==> src/rtl/wvc_pkg.sv <==
// Shared types, constants and fp32 helper functions for the vertex batch cull unit.
`default_nettype none
package wvc_pkg;

  localparam int unsigned NumRegs = 8;
  localparam logic [5:0] AllPlanes = 6'((1 << 6) - 1);
  localparam logic [5:0] PlaneLeft = 6'(1 << 0);
  localparam logic [5:0] PlaneRight = 6'(1 << 1);
  localparam logic [5:0] PlaneBottom = 6'(1 << 2);
  localparam logic [5:0] PlaneTop = 6'(1 << 3);
  localparam logic [5:0] PlaneNear = 6'(1 << 4);
  localparam logic [5:0] PlaneFar = 6'(1 << 5);

  typedef struct packed {
    logic [31:0] vertex_x;
    logic [31:0] vertex_y;
    logic [31:0] vertex_z;
    logic        last_vertex;
  } vtx_in_t;

  typedef struct packed {
    logic       may_be_visible;
    logic [5:0] common_planes;
    logic       failed_open;
  } cull_out_t;

  // matrix element [row][col], fp32 bits
  typedef logic [3:0][3:0][31:0] mat_t;

  // products [col][row] handed from front to back
  typedef struct packed {
    logic [3:0][2:0][31:0] prod;
    logic                  bad;
    logic                  last;
  } wvc_item_t;

  // unrounded result: leading one at bit 47 means biased exponent e
  typedef struct packed {
    logic               sign;
    logic               zsign;
    logic signed [11:0] e;
    logic [47:0]        m;
  } fp_mid_t;

  function automatic logic fp_finite(logic [31:0] b);
    return b[30:23] != 8'hFF;
  endfunction

  // Returns {overflow, fp32 bits}, round to nearest even, subnormals kept.
  function automatic logic [32:0] fp_round(fp_mid_t x);
    logic [5:0]         lz;
    logic [47:0]        mn;
    logic signed [11:0] en;
    logic signed [11:0] sh;
    logic [5:0]         shu;
    logic [47:0]        ms;
    logic               lost;
    logic [7:0]         expf;
    logic               ovf;
    logic               g;
    logic               st;
    logic [30:0]        packed_v;
    logic [30:0]        sum;
    lz = 6'd0;
    for (int i = 0; i < 48; i++) begin
      if (x.m[i]) lz = 6'(47 - i);
    end
    mn = x.m << lz;
    en = x.e - $signed({6'd0, lz});
    ovf = 1'b0;
    if (en >= 12'sd1) begin
      shu = 6'd0;
      expf = en[7:0];
      if (en > 12'sd254) ovf = 1'b1;
    end else begin
      sh = 12'sd1 - en;
      shu = (sh > 12'sd48) ? 6'd48 : sh[5:0];
      expf = 8'd0;
    end
    ms = mn >> shu;
    lost = |(mn & ~({48{1'b1}} << shu));
    g = ms[23];
    st = (|ms[22:0]) | lost;
    packed_v = {expf, ms[46:24]};
    sum = packed_v + 31'(g & (st | ms[24]));
    if (sum[30:23] == 8'hFF) ovf = 1'b1;
    if (x.m == 48'd0) return {1'b0, x.zsign, 31'd0};
    return {ovf, x.sign, sum};
  endfunction

  function automatic fp_mid_t fp_mul_mid(logic [31:0] a, logic [31:0] b);
    fp_mid_t    r;
    logic [7:0] ea;
    logic [7:0] eb;
    ea = (a[30:23] == 8'd0) ? 8'd1 : a[30:23];
    eb = (b[30:23] == 8'd0) ? 8'd1 : b[30:23];
    r.sign = a[31] ^ b[31];
    r.zsign = a[31] ^ b[31];
    r.e = $signed({4'd0, ea}) + $signed({4'd0, eb}) - 12'sd126;
    r.m = {a[30:23] != 8'd0, a[22:0]} * {b[30:23] != 8'd0, b[22:0]};
    return r;
  endfunction

  function automatic fp_mid_t fp_add_mid(logic [31:0] a, logic [31:0] b);
    fp_mid_t     r;
    logic [31:0] big;
    logic [31:0] sml;
    logic [7:0]  eb;
    logic [7:0]  es;
    logic [7:0]  diff;
    logic [5:0]  dsh;
    logic [47:0] mb;
    logic [47:0] mfull;
    logic [47:0] ms;
    if (a[30:0] >= b[30:0]) begin
      big = a;
      sml = b;
    end else begin
      big = b;
      sml = a;
    end
    eb = (big[30:23] == 8'd0) ? 8'd1 : big[30:23];
    es = (sml[30:23] == 8'd0) ? 8'd1 : sml[30:23];
    diff = eb - es;
    dsh = (diff > 8'd48) ? 6'd48 : diff[5:0];
    mb = {1'b0, big[30:23] != 8'd0, big[22:0], 23'd0};
    mfull = {1'b0, sml[30:23] != 8'd0, sml[22:0], 23'd0};
    ms = mfull >> dsh;
    ms[0] = ms[0] | (|(mfull & ~({48{1'b1}} << dsh)));
    r.sign = big[31];
    r.zsign = a[31] & b[31];
    r.e = $signed({4'd0, eb}) + 12'sd1;
    r.m = (a[31] == b[31]) ? (mb + ms) : (mb - ms);
    return r;
  endfunction

  // a < b for finite values, zeros of either sign equal
  function automatic logic fp_lt(logic [31:0] a, logic [31:0] b);
    if (a[30:0] == 31'd0 && b[30:0] == 31'd0) return 1'b0;
    if (a[31] != b[31]) return a[31];
    if (!a[31]) return a[30:0] < b[30:0];
    return a[30:0] > b[30:0];
  endfunction

endpackage
`default_nettype wire

==> src/rtl/wvc_queue.sv <==
// Small FIFO between the product front end and the summing back end.
`default_nettype none
module wvc_queue #(
  parameter int unsigned DEPTH = 4
) (
  input  wire                 clk_i,
  input  wire                 rst_ni,
  input  wire                 push_valid_i,
  output logic                push_ready_o,
  input  wvc_pkg::wvc_item_t  push_data_i,
  output logic                pop_valid_o,
  input  wire                 pop_ready_i,
  output wvc_pkg::wvc_item_t  pop_data_o
);

  localparam int unsigned AW = (DEPTH > 1) ? $clog2(DEPTH) : 1;
  localparam int unsigned CW = $clog2(DEPTH + 1);

  wvc_pkg::wvc_item_t mem_q [DEPTH];
  logic [AW-1:0]      wptr_q, rptr_q;
  logic [CW-1:0]      count_q;
  logic               push, pop;

  assign push_ready_o = count_q != CW'(DEPTH);
  assign pop_valid_o = count_q != '0;
  assign push = push_valid_i && push_ready_o;
  assign pop = pop_valid_o && pop_ready_i;
  assign pop_data_o = mem_q[rptr_q];

  always_ff @(posedge clk_i or negedge rst_ni) begin
    if (!rst_ni) begin
      wptr_q <= '0;
      rptr_q <= '0;
      count_q <= '0;
    end else begin
      if (push) wptr_q <= (wptr_q == AW'(DEPTH - 1)) ? '0 : wptr_q + 1'b1;
      if (pop) rptr_q <= (rptr_q == AW'(DEPTH - 1)) ? '0 : rptr_q + 1'b1;
      if (push && !pop) count_q <= count_q + 1'b1;
      else if (pop && !push) count_q <= count_q - 1'b1;
    end
  end

  always_ff @(posedge clk_i) begin
    if (push) mem_q[wptr_q] <= push_data_i;
  end

  cnt_bound: assert property (@(posedge clk_i) disable iff (!rst_ni)
    count_q <= CW'(DEPTH)) else $error("queue count above depth");
  cnt_up: assert property (@(posedge clk_i) disable iff (!rst_ni)
    (push && !pop) |=> count_q == $past(count_q) + 1'b1) else $error("queue lost a push");
  cnt_down: assert property (@(posedge clk_i) disable iff (!rst_ni)
    (pop && !push) |=> count_q == $past(count_q) - 1'b1) else $error("queue lost a pop");

endmodule
`default_nettype wire

==> config.mk <==
export PLATFORM = sky130hd
export DESIGN_NAME = wvc_queue
export DESIGN_NICKNAME = d
export VERILOG_FILES = /design/src/rtl/wvc_pkg.sv /design/src/rtl/wvc_queue.sv
export SDC_FILE = /design/constraint.sdc
export NUM_CORES = 1
export LEC_CHECK = 0
export ABC_CLOCK_PERIOD_IN_PS = 13100
export BUFFER_PORTS_ARGS = -buffer_cell sky130_fd_sc_hd__buf_2
export CAP_MARGIN = 20
export CORE_MARGIN = 3
export CORE_UTILIZATION = 35
export DETAILED_ROUTE_END_ITERATION = 10
export PLACE_DENSITY = 0.56
export REMOVE_ABC_BUFFERS = 1
export SETUP_SLACK_MARGIN = 0.3
export SYNTH_ARGS = -nofsm -noshare
export SYNTH_HDL_FRONTEND = slang
export SYNTH_SLANG_ARGS = --single-unit
==> constraint.sdc <==
create_clock -name clk_i -period 13.1 [get_ports clk_i]
set_input_delay 2.62 -clock clk_i [delete_from_list [all_inputs] [get_ports clk_i]]
set_output_delay 2.62 -clock clk_i [all_outputs]
set_load 0.005 [all_outputs]
==> results of run 1 <==
## registers in the layout, indices dropped and copies added, names as in the netlist
signal,count
mem_q,1544
count_q,3
rptr_q,2
wptr_q,2
## worst reg2reg max path: stages, from the launching register on
cell	delay (ns)
dfrtp_1	0.39
or3b_4	0.33
and3_4	0.63
buf_12	0.60
buf_4	1.27
## routing by layer
layer | GRT usage (%) | wire, um
met2 | 25.3 | 64200
met3 | 5.96 | 11300
met5 | 0 | 265
met4 | 4.78 | 3720
met1 | 18.3 | 48400
## cell type report
cell class                      count  area, um^2
Clock inverter                     74         631
Multi-Input combinational cell    412        8960
Clock buffer                      212        4350
Inverter                            3        11.3
Fill cell                       13800       91500
Antenna cell                       32        80.1
Timing Repair Buffer              807        4230
Sequential cell                  1551       46500
Tap cell                         2072        2590
## metrics by stage
stage | utilization [%] | TNS, ns | instances
floorplan | - | -1969.20 | 1966
global placement | 39.2 | 0 | 4845
detailed placement | 39.2 | 0 | 4845
CTS | 42.4 | 0 | 5131
global route | 42.4 | 0 | 5137
finish | 42.4 | 0 | 5163
## how the worst max path moves through the flow
stage,from,endpoint,cells after the start
after floorplan,rptr_q[0]$_DFFE_PN0P_,pop_data_o[0],1
after global placement,rptr_q[0]$_DFFE_PN0P_,pop_data_o[132],4
after detailed placement,rptr_q[0]$_DFFE_PN0P_,pop_data_o[132],4
after CTS,rptr_q[0]$_DFFE_PN0P_,pop_data_o[132],4
after global routing,rptr_q[0]$_DFFE_PN0P_,pop_data_o[132],4
final,rptr_q[0]$_DFFE_PN0P_,pop_data_o[132],4
## cells in the final DEF, fill, tap and decap left out, types with 6 or more instances in the layout
master,instances
clkinv_2,19
diode_2,32
buf_2,777
mux4_2,386
bufinv_16,7
clkinv_1,32
clkbuf_1,45
buf_4,21
ha_1,6
clkbuf_16,167
buf_12,9
edfxtp_1,1544
## kinds of logic (layout without fill, tap and decap cells)
group | Yosys count | after routing | share of synthesized area, %
DFF | 1551 | 1551 | 82.9
muxes | 391 | 391 | 15.6
buffers and inverters | 89 | 1096 | 1.19
and+or+nand+nor | 11 | 11 | 0.118
adders and majority gates | 7 | 7 | 0.169
xor gates and xnor gates | 3 | 3 | 0.0468
other | 0 | 32 | 0
## power groups by stage
stage / registers, uW / clock network, uW / logic, uW
after floorplan: 7620 / 0 / 3260
after global placement: 6900 / 0 / 4350
after detailed placement: 6930 / 0 / 4350
after CTS: 6830 / 4450 / 4360
after global routing: 6900 / 4650 / 4530
final: 6810 / 4300 / 4180
==> summary.txt, run 1 <==
Run status
  • Status: finished clean

Routing
  • WL/cell: 24.8 um
  • Antenna-violating nets left: 0
  • DRT iter0 DRCs: 1697
  • Drt via density: 4.86
  • Total number of vias: 25100
  • Residual DRC: 0
  • DRT Pass-1 Iters: 5
  • Drt total wl: 128000 um

Global route
  • Vias in the first global route: 26500
  • First-pass GRT wire length: 185000 um
  • Largest net degree at the start of global routing: 144
  • Overflow left after global routing: 0
  • GR Util All Layers: 15.3%
  • Initial antenna violation count: 63

Worst hold path
  • Hold Path Sink: count_q[2]$_DFFE_PN0P_
  • Hold Crit Depth: 1
  • HP Class: reg -> reg
  • Worst hold start: count_q[2]$_DFFE_PN0P_

Synth
  • Top cells by area, synth: edfxtp_1, mux4_2, buf_6
  • Syn Std Cell Area: 0.0562 mm^2
  • Most numerous cell in the Yosys netlist: edfxtp_1
  • Post-synth top area cell: edfxtp_1
  • Top post-synthesis cells by count: edfxtp_1, mux4_2, buf_2
  • Ys async rst share: 0.451%
  • Avg Inst Size Synth: 27.4 um^2
  • Synth top area share: 82.6%
  • #FFs+latches synth: 1551
  • Top_reg_cell synth: edfxtp_1
  • Netlist cell types: 21
  • Synth warn: 0
  • Register area share after synthesis: 82.9%
  • Mapped Cells: 2052
  • EDFF count, synth: 1544

Final layout
  • Share of layout cells above drive strength 1: 46.3%
  • Area Overhead vs Synth: 20.0%
  • Final Cell Area: 0.0674 mm^2
  • Nets: 3335

Critical path
  • Max stage delay cell, worst path: dfrtp_4
  • Required @ worst endpoint: 10.48 ns
  • Top Family by Delay on Critical Path: buffers and inverters
  • Worst-path cell chain: buf_12 > buf_4 > mux4_2 > buf_2
  • Reg2Reg Launch Point: count_q[2]$_DFFE_PN0P_
  • CP Class: reg -> out
  • Buf+Inv Stages, Crit Path: 3
  • CP arrival: 4.04 ns
  • Max FO, Critical Path: 103
  • Worst Setup End Kind: primary output
  • Slowest stage delay, CP: 0.92 ns
  • Reg2reg end: mem_q[1][380]$_DFFE_PP_
  • Reg2Reg Setup Slack: 9.47 ns
  • Startpoint types: register
  • Worst reg2reg path depth: 4

STA
  • Worst setup margin: 6.44 ns
  • Slew @ Worst Pin: 1.20 ns
  • Layout Skew: 0.0236 ns
  • Crit path time final: 6.66 ns
  • Final setup vio count: 0
  • Slew Limit Fails: 0
  • Rel. slew slack: 20.0%
  • Setup repair after global routing missed its margin: no
  • Period Utilization, post-route: 50.9%
  • Fmax: 150 MHz
  • WHS: 0.481 ns
  • Count of final hold-check violations: 0

Clock network
  • Worst-path clk slew: 0.06 ns
  • CTS Hold Buffers Added: 0
  • TritonCTS clock tree: yes
  • Root Driver: clkbuf_16
  • Resized cells post-CTS: 0
  • Post-CTS Setup Inserts: 0
  • CTS Buf Count: 163
  • Htree depth: 4
  • Latest clock arrival within the worst-skew pair: 0.76 ns
  • CTS Sinks: 1551
  • Max clock buf depth: 3

Floorplan
  • Die W: 407 um
  • Ports: 778
  • Initial core utilization: 35.3%
  • Core Region: 0.159 mm^2
  • Die ar.: 0.165 mm^2
  • Die Y-Extent: 407 um
  • Number of cell rows: 146

Pwr
  • Sw Ratio: 28.5%
  • P_int: 10900 uW
  • Clock power frac: 28.1%
  • Switch Pwr: 4370 uW
  • Final total power: 15300 uW
  • Static Leakage: 0.0224 uW
  • VDD IR-drop max: 168 uV
  • Reg power frac: 44.5%
  • Combinational share of power: 27.3%
  • P per Cell Area: 227 mW/mm^2

Placement
  • Port Buffers: 777
  • Placer Congestion: 0.723
  • Pre-CTS setup slack: 6.95 ns
  • Post-DP Area: 0.0623 mm^2
  • DP Wirelength: 79400 um

Flow run
  • Max-Cap Viols: 0
(Power assumes the default switching activity.)
==> run 2: changes to the inputs <==
Settings changed: ABC_CLOCK_PERIOD_IN_PS 13100 to 5800, PLACE_DENSITY 0.56 to 0.58.
Clock period 13.1 ns to 5.8 ns, I/O delays scaled along.
==> run 2 against run 1 <==
First-iteration DRC count fell by 8.3%. Non-clock buffer count is 40 higher. Flip-flop and latch count unchanged. Clock-buffer cell count down 15. Sequential share of layout area fell by 0.63 points. Critical path type unchanged. Critical endpoint is now pop_data_o[150].
==> summary.txt, run 2 (same netlist as run 1, synthesis figures left out) <==
Global route
  • Largest net degree at the start of global routing: 83 (-42%)
  • Initial antenna violation count: 64 (+1.6%)
  • First-pass GRT wire length: 186000 um (+0.51%)
  • Grt peak-use layer: met2
  • GR Util All Layers: 15.3% (+0.022 points)
  • Met1 Usage GRT: 18.6% (+0.33 points)
  • Met3 Use GR: 5.55% (-0.42 points)
  • Met2 GRT Util: 25.2% (-0.098 points)
  • Overflow left after global routing: 0 (unchanged)
  • Vias in the first global route: 26900 (+1.2%)

Routing
  • Residual DRC: 0 (unchanged)
  • Drt via density: 4.86 (+0.15%)
  • Drt total wl: 128000 um (about the same)
  • WL/cell: 24.6 um (-0.74%)
  • DRT iter0 DRCs: 1556 (-8.3%)
  • DRT Pass-1 Iters: 4 (-1)
  • Total number of vias: 25300 (+0.83%)
  • Antenna-violating nets left: 0 (unchanged)

Clock network
  • CTS Buf Count: 161 (-1.2%)
  • Max clock buf depth: 3 (unchanged)
  • Latest clock arrival within the worst-skew pair: 0.77 ns (about the same)
  • Htree depth: 4 (unchanged)
  • CTS Sinks: 1551 (unchanged)
  • Resized cells post-CTS: 0 (unchanged)
  • CTS Hold Buffers Added: 0 (unchanged)
  • TritonCTS clock tree: yes
  • Post-CTS Setup Inserts: 0 (unchanged)
  • Root Driver: clkbuf_16
  • Worst-path clk slew: 0.06 ns (about the same)

STA
  • Final setup vio count: 0 (unchanged)
  • Period Utilization, post-route: 75.2%
  • Layout Skew: 0.0324 ns (+0.00881 ns)
  • Worst setup margin: 1.44 ns (-5.00 ns)
  • Count of final hold-check violations: 0 (unchanged)
  • Slew Limit Fails: 0 (unchanged)
  • Setup repair after global routing missed its margin: no
  • Fmax: 229 MHz
  • Crit path time final: 4.36 ns
  • Rel. slew slack: 36.9% (+17 points)
  • Setup TNS: 0 ns (unchanged)
  • Slew @ Worst Pin: 0.946 ns (-0.254 ns)
  • WHS: 0.209 ns (-0.272 ns)

Final layout
  • Max FFs per register: 1544 (unchanged)
  • Commonest non-fill, non-tap cell in the layout: edfxtp_1
  • Fill cells: 13700 (-0.82%)
  • Area of the multi-input gates: 0.00896 mm^2 (unchanged)
  • Share of layout cells above drive strength 1: 47.1% (+0.85 points)
  • Largest registers: mem_q: 1544 flops, count_q: 3 flops
  • Final std cells w/o fill: 5198 (+0.68%)
  • Biggest register: mem_q
  • Sequential cell area: 0.0465 mm^2 (unchanged)
  • Final core occ: 42.8% (+0.39 points)
  • Area Overhead vs Synth: 21.1%
  • Nets: 3373 (+1.1%)
  • Most frequent cells in the layout: edfxtp_1, buf_2, mux4_2

Floorplan
  • Initial core utilization: 35.3% (unchanged)
  • Die ar.: 0.165 mm^2 (unchanged)
  • Core Region: 0.159 mm^2 (unchanged)
  • Die W: 407 um (unchanged)
  • Ports: 778 (unchanged)
  • Die Y-Extent: 407 um (unchanged)
  • Number of cell rows: 146 (unchanged)

Pwr
  • Static Leakage: 0.0228 uW (+1.4%)
  • P per Cell Area: 515 mW/mm^2 (+130%)
  • VDD IR-drop max: 313 uV (+86%)

Critical path
  • Worst-path cell chain: buf_4 > mux4_2 > buf_2
  • Top Family by Delay on Critical Path: flip-flops
  • Worst Setup End Kind: primary output
  • Max FO, Critical Path: 36 (-65%)
  • Startpoint types: register
  • CP arrival: 3.20 ns (-0.84 ns)
  • CP Class: reg -> out
  • Buf+Inv Stages, Crit Path: 2 (-1)
  • Required @ worst endpoint: 4.64 ns (-5.84 ns)
  • Slowest stage delay, CP: 1.00 ns (+0.08 ns)
  • Max stage delay cell, worst path: dfrtp_4

Placement
  • DP Wirelength: 82700 um (+4.2%)
  • Port Buffers: 777 (unchanged)
  • Pre-CTS setup slack: 2.08 ns (-4.87 ns)
  • Placer Congestion: 0.753 (+4.1%)
  • Placed Instances: 4885 (+0.83%)

Worst hold path
  • HP Class: in -> async

Run status
  • Status: finished clean

Flow run
  • Max-Cap Viols: 0 (unchanged)
==> run 2: cell types whose count changed in the layout (fill, tap and decap cells not counted), sizes merged <==
cell | previous run | this run
buf | 807 | 847
clkbuf | 212 | 197
bufinv | 7 | 13
clkinv | 58 | 64
diode | 32 | 29
clkinvlp | 3 | 4
==> run 2: worst register-to-register path: stages (launching register included) <==
cell	delay (ns)
dfrtp_1	0.40
or3b_4	0.28
and3_4	0.78
buf_4	0.31
buf_12	0.36
==> run 2: where the power goes <==
group / total, uW / leakage, uW / internal [uW] / switching [uW]
sequential: 15300 / 0.0142 / 14800 / 576
clock: 10000 / 0.00249 / 5810 / 4190
combinational: 9660 / 0.00605 / 4460 / 5200
total: 35000 / 0.0228 / 25000 / 9970
==> run 2: layer usage <==
metal	vias to the layer above	wire length (um)
met1	13300	49100
li1	10900	-
met5	-	221
met3	246	10500
met2	782	64600
met4	34	3360
==> run 2: final timing paths <==
path / startpoint / to / slack, ns / cells past startpoint
max: rptr_q[0]$_DFFE_PN0P_ / pop_data_o[150] / 1.44 / 3
min: rst_ni / rptr_q[1]$_DFFE_PN0P_ / 0.21 / 1
max reg2reg: count_q[2]$_DFFE_PN0P_ / mem_q[3][184]$_DFFE_PP_ / 3.25 / 4
min reg2reg: count_q[2]$_DFFE_PN0P_ / count_q[2]$_DFFE_PN0P_ / 0.49 / 1
max in group asynchronous: rst_ni / rptr_q[0]$_DFFE_PN0P_ / 5.41 / 1
min in group clk_i: count_q[2]$_DFFE_PN0P_ / count_q[2]$_DFFE_PN0P_ / 0.49 / 1
==> run 2: stage by stage <==
stage          total power (uW)  instance area, um^2
3_5_place_dp              25600                62800
5_1_grt                   36800                68000
4_1_cts                   35800                67900
2_1_floorplan             21700                55500
6_report                  35000                68000
3_3_place_gp              25600                62800
==> run 2: cell type report <==
cell class	count	share of cell area, %
Inverter	3	0.0166
Tap cell	2072	3.81
Timing Repair Buffer	847	6.86
Sequential cell	1551	68.4
Multi-Input combinational cell	412	13.2
Clock buffer	197	6.25
Antenna cell	29	0.107
Clock inverter	87	1.35
==> run 3: changes to the inputs <==
Settings changed: ABC_AREA set to 1, ABC_CLOCK_PERIOD_IN_PS 5800 to 4100, PLACE_DENSITY 0.58 to 0.56.
Clock period 5.8 ns to 4.1 ns, I/O delays scaled along.
==> run 3 against run 2 <==
Setup slack got worse by 0.89 ns. Critical path depth is 2 higher. Clock-buffer cell count is 27 higher. Largest cell class unchanged.
==> summary.txt, run 3 <==
Clock network
  • Htree depth: 4 (unchanged)
  • TritonCTS clock tree: yes
  • CTS Buf Count: 168 (+4.3%)
  • Max clock buf depth: 3 (unchanged)
  • Latest clock arrival within the worst-skew pair: 0.79 ns (+0.02 ns)
  • CTS Sinks: 1551 (unchanged)
  • Worst-path clk slew: 0.06 ns (about the same)
  • Root Driver: clkbuf_16

Synth
  • Netlist cell types: 17 (-19%)
  • Synth warn: 0 (unchanged)
  • Top cells by area, synth: edfxtp_1, o211ai_1, nand2_1
  • Ys async rst share: 0.451% (unchanged)
  • Top_reg_cell synth: edfxtp_1
  • Post-synth top area cell: edfxtp_1
  • Mapped Cells: 4562 (+120%)
  • Synth top area share: 75.0% (-7.6 points)
  • #FFs+latches synth: 1551 (unchanged)
  • Avg Inst Size Synth: 13.6 um^2 (-50%)
  • EDFF count, synth: 1544 (unchanged)
  • Top post-synthesis cells by count: edfxtp_1, nand2_1, inv_1
  • Syn Std Cell Area: 0.0618 mm^2 (+10%)
  • Most numerous cell in the Yosys netlist: edfxtp_1
  • Register area share after synthesis: 75.3% (-7.6 points)

Pwr
  • Static Leakage: 0.0288 uW (+27%)
  • Clock power frac: 27.6% (-1.0 points)
  • VDD IR-drop max: 421 uV (+35%)
  • Reg power frac: 39.9% (-3.9 points)
  • P_int: 35500 uW (+42%)
  • Combinational share of power: 32.4% (+4.8 points)
  • Switch Pwr: 18200 uW (+83%)
  • Final total power: 53800 uW (+54%)
  • P per Cell Area: 727 mW/mm^2 (+41%)
  • Sw Ratio: 33.9% (+5.5 points)

Routing
  • Residual DRC: 0 (unchanged)
  • Drt total wl: 154000 um (+20%)
  • Total number of vias: 36900 (+46%)
  • DRT Pass-1 Iters: 5 (+1)
  • DRT iter0 DRCs: 2184 (+40%)
  • Drt via density: 4.67 (-3.9%)
  • WL/cell: 19.5 um (-21%)
  • Antenna-violating nets left: 0 (unchanged)

Final layout
  • Share of layout cells above drive strength 1: 20.8% (-26 points)
  • Fill cells: 16000 (+17%)
  • Final Cell Area: 0.0739 mm^2 (+8.6%)
  • Max FFs per register: 1544 (unchanged)
  • Nets: 5785 (+72%)
  • Largest registers: mem_q: 1544 flops, count_q: 3 flops
  • Commonest non-fill, non-tap cell in the layout: edfxtp_1
  • Sequential cell area: 0.0465 mm^2 (unchanged)
  • Most frequent cells in the layout: edfxtp_1, nand2_1, inv_1
  • Biggest register: mem_q
  • Final core occ: 42.3% (-0.52 points)
  • Area Overhead vs Synth: 19.5%
  • Area of the multi-input gates: 0.0104 mm^2 (+16%)

Global route
  • GR Util All Layers: 16.5% (+1.2 points)
  • Met1 Usage GRT: 19.5% (+0.92 points)
  • Grt peak-use layer: met2
  • Largest net degree at the start of global routing: 114 (+37%)
  • Overflow left after global routing: 0 (unchanged)
  • Vias in the first global route: 35400 (+32%)
  • Met3 Use GR: 4.21% (-1.3 points)
  • Met2 GRT Util: 27.5% (+2.2 points)
  • First-pass GRT wire length: 225000 um (+21%)
  • Initial antenna violation count: 81 (+27%)

Placement
  • Placer Congestion: 0.796 (+5.7%)
  • Pre-CTS setup slack: 1.15 ns (-0.930 ns)
  • Port Buffers: 777 (unchanged)
  • Post-DP Area: 0.0683 mm^2 (+8.7%)
  • DP Wirelength: 99800 um (+21%)

Critical path
  • Worst Setup End Kind: primary output
  • Max stage delay cell, worst path: dfrtp_4
  • Worst-path cell chain: buf_12 > buf_12 > o211ai_1 > nand2_1 > buf_2
  • CP most frequent cell: buf_12
  • CP arrival: 2.73 ns (-0.47 ns)
  • Crit path from: rptr_q[1]$_DFFE_PN0P_
  • Slowest stage delay, CP: 0.63 ns (-0.37 ns)
  • Required @ worst endpoint: 3.28 ns (-1.36 ns)
  • Max FO, Critical Path: 69 (+92%)
  • CP Class: reg -> out
  • Reg2Reg Launch Point: count_q[0]$_DFFE_PN0P_
  • Reg2Reg Setup Slack: 1.58 ns (-1.67 ns)
  • Startpoint types: register

STA
  • Fmax: 281 MHz
  • Rel. slew slack: 53.9% (+17 points)
  • Setup repair after global routing missed its margin: no
  • Final setup vio count: 0 (unchanged)
  • Slew Limit Fails: 0 (unchanged)
  • Period Utilization, post-route: 86.7%
  • Count of final hold-check violations: 0 (unchanged)
  • Layout Skew: 0.0250 ns (-0.00740 ns)
  • Worst setup margin: 0.546 ns (-0.893 ns)
  • Slew @ Worst Pin: 0.692 ns (-0.254 ns)
  • Setup TNS: 0 ns (unchanged)
  • Crit path time final: 3.55 ns

Floorplan
  • Die Y-Extent: 426 um (+4.9%)
  • Die W: 426 um (+4.9%)
  • Initial core utilization: 35.4% (+0.038 points)
  • Number of cell rows: 153 (+4.8%)
  • Ports: 778 (unchanged)
  • Core Region: 0.175 mm^2 (+10%)
  • Die ar.: 0.182 mm^2 (+9.9%)

Worst hold path
  • Worst hold start: push_data_i[214]
  • HP Class: in -> reg

Flow run
  • Max-Cap Viols: 0 (unchanged)

Run status
  • Status: finished clean
[run 3: worst paths after layout]
check | end | cells after the start
setup / recovery | pop_data_o[59] | 5
hold / removal | mem_q[3][214]$_DFFE_PP_ | 1
setup reg to reg | mem_q[2][33]$_DFFE_PP_ | 6
hold reg to reg | count_q[2]$_DFFE_PN0P_ | 2
max in group asynchronous | rptr_q[0]$_DFFE_PN0P_ | 2
min in group asynchronous | wptr_q[0]$_DFFE_PN0P_ | 2
[run 3: worst max-delay path: cells and delay by family, from the launching register on]
kind | cells | cell delay [ns]
flops | 1 | 0.63
buf+inv | 3 | 0.78
simple gates | 1 | 0.11
compound gates | 1 | 0.18
[run 3: area by class of cell]
cell class / instances / area share [%]
Antenna cell: 50 / 0.169
Clock buffer: 224 / 6.26
Clock inverter: 90 / 1.13
Inverter: 786 / 4.01
Multi-Input combinational cell: 1968 / 14.1
Sequential cell: 1551 / 63.0
Tap cell: 2325 / 3.94
Timing Repair Buffer: 913 / 7.43
[run 3: cell families after synthesis]
kind of cell,after synthesis,synth area share (%)
AND/OR/NAND/NOR,1187,7.23
adder cells (fa/ha/maj),7,0.154
flip-flops,1551,75.3
XOR/XNOR,1,0.0142
buffers and inverters,1043,7.94
AO/OA/AOI/OAI,773,9.38
[run 3: per-stage QoR]
stage | instances | hold slack, ns
2_1_floorplan | 4305 | 0.463
3_3_place_gp | 7540 | 0.483
3_5_place_dp | 7540 | 0.504
4_1_cts | 7855 | 0.130
5_1_grt | 7890 | 0.161
6_report | 7907 | 0.234
[run 3: power by group through the flow]
stage                     combinational, uW  clock, uW  sequential [uW]
after floorplan                        5010          0            21700
after global placement                17700          0            21800
after detailed placement              17800          0            21800
after CTS                             17900      15300            21500
after global routing                  19300      16000            21700
final                                 17400      14900            21500
[run 3: timing repair]
item | in CTS | in global routing
gates resized for setup | 3 | 1
hold buffers | 1 | 0
hold endpoints to repair | 7 | 0
buffers inserted | 0 | 2
endpoints found under the setup margin | 53 | 76
[run 3: routing by layer]
metal | up-vias | share of wire [%]
li1 | 17700 | -
met1 | 17900 | 40
met2 | 924 | 50
met3 | 346 | 5.6
met4 | 20 | 5.1
met5 | - | 0.084
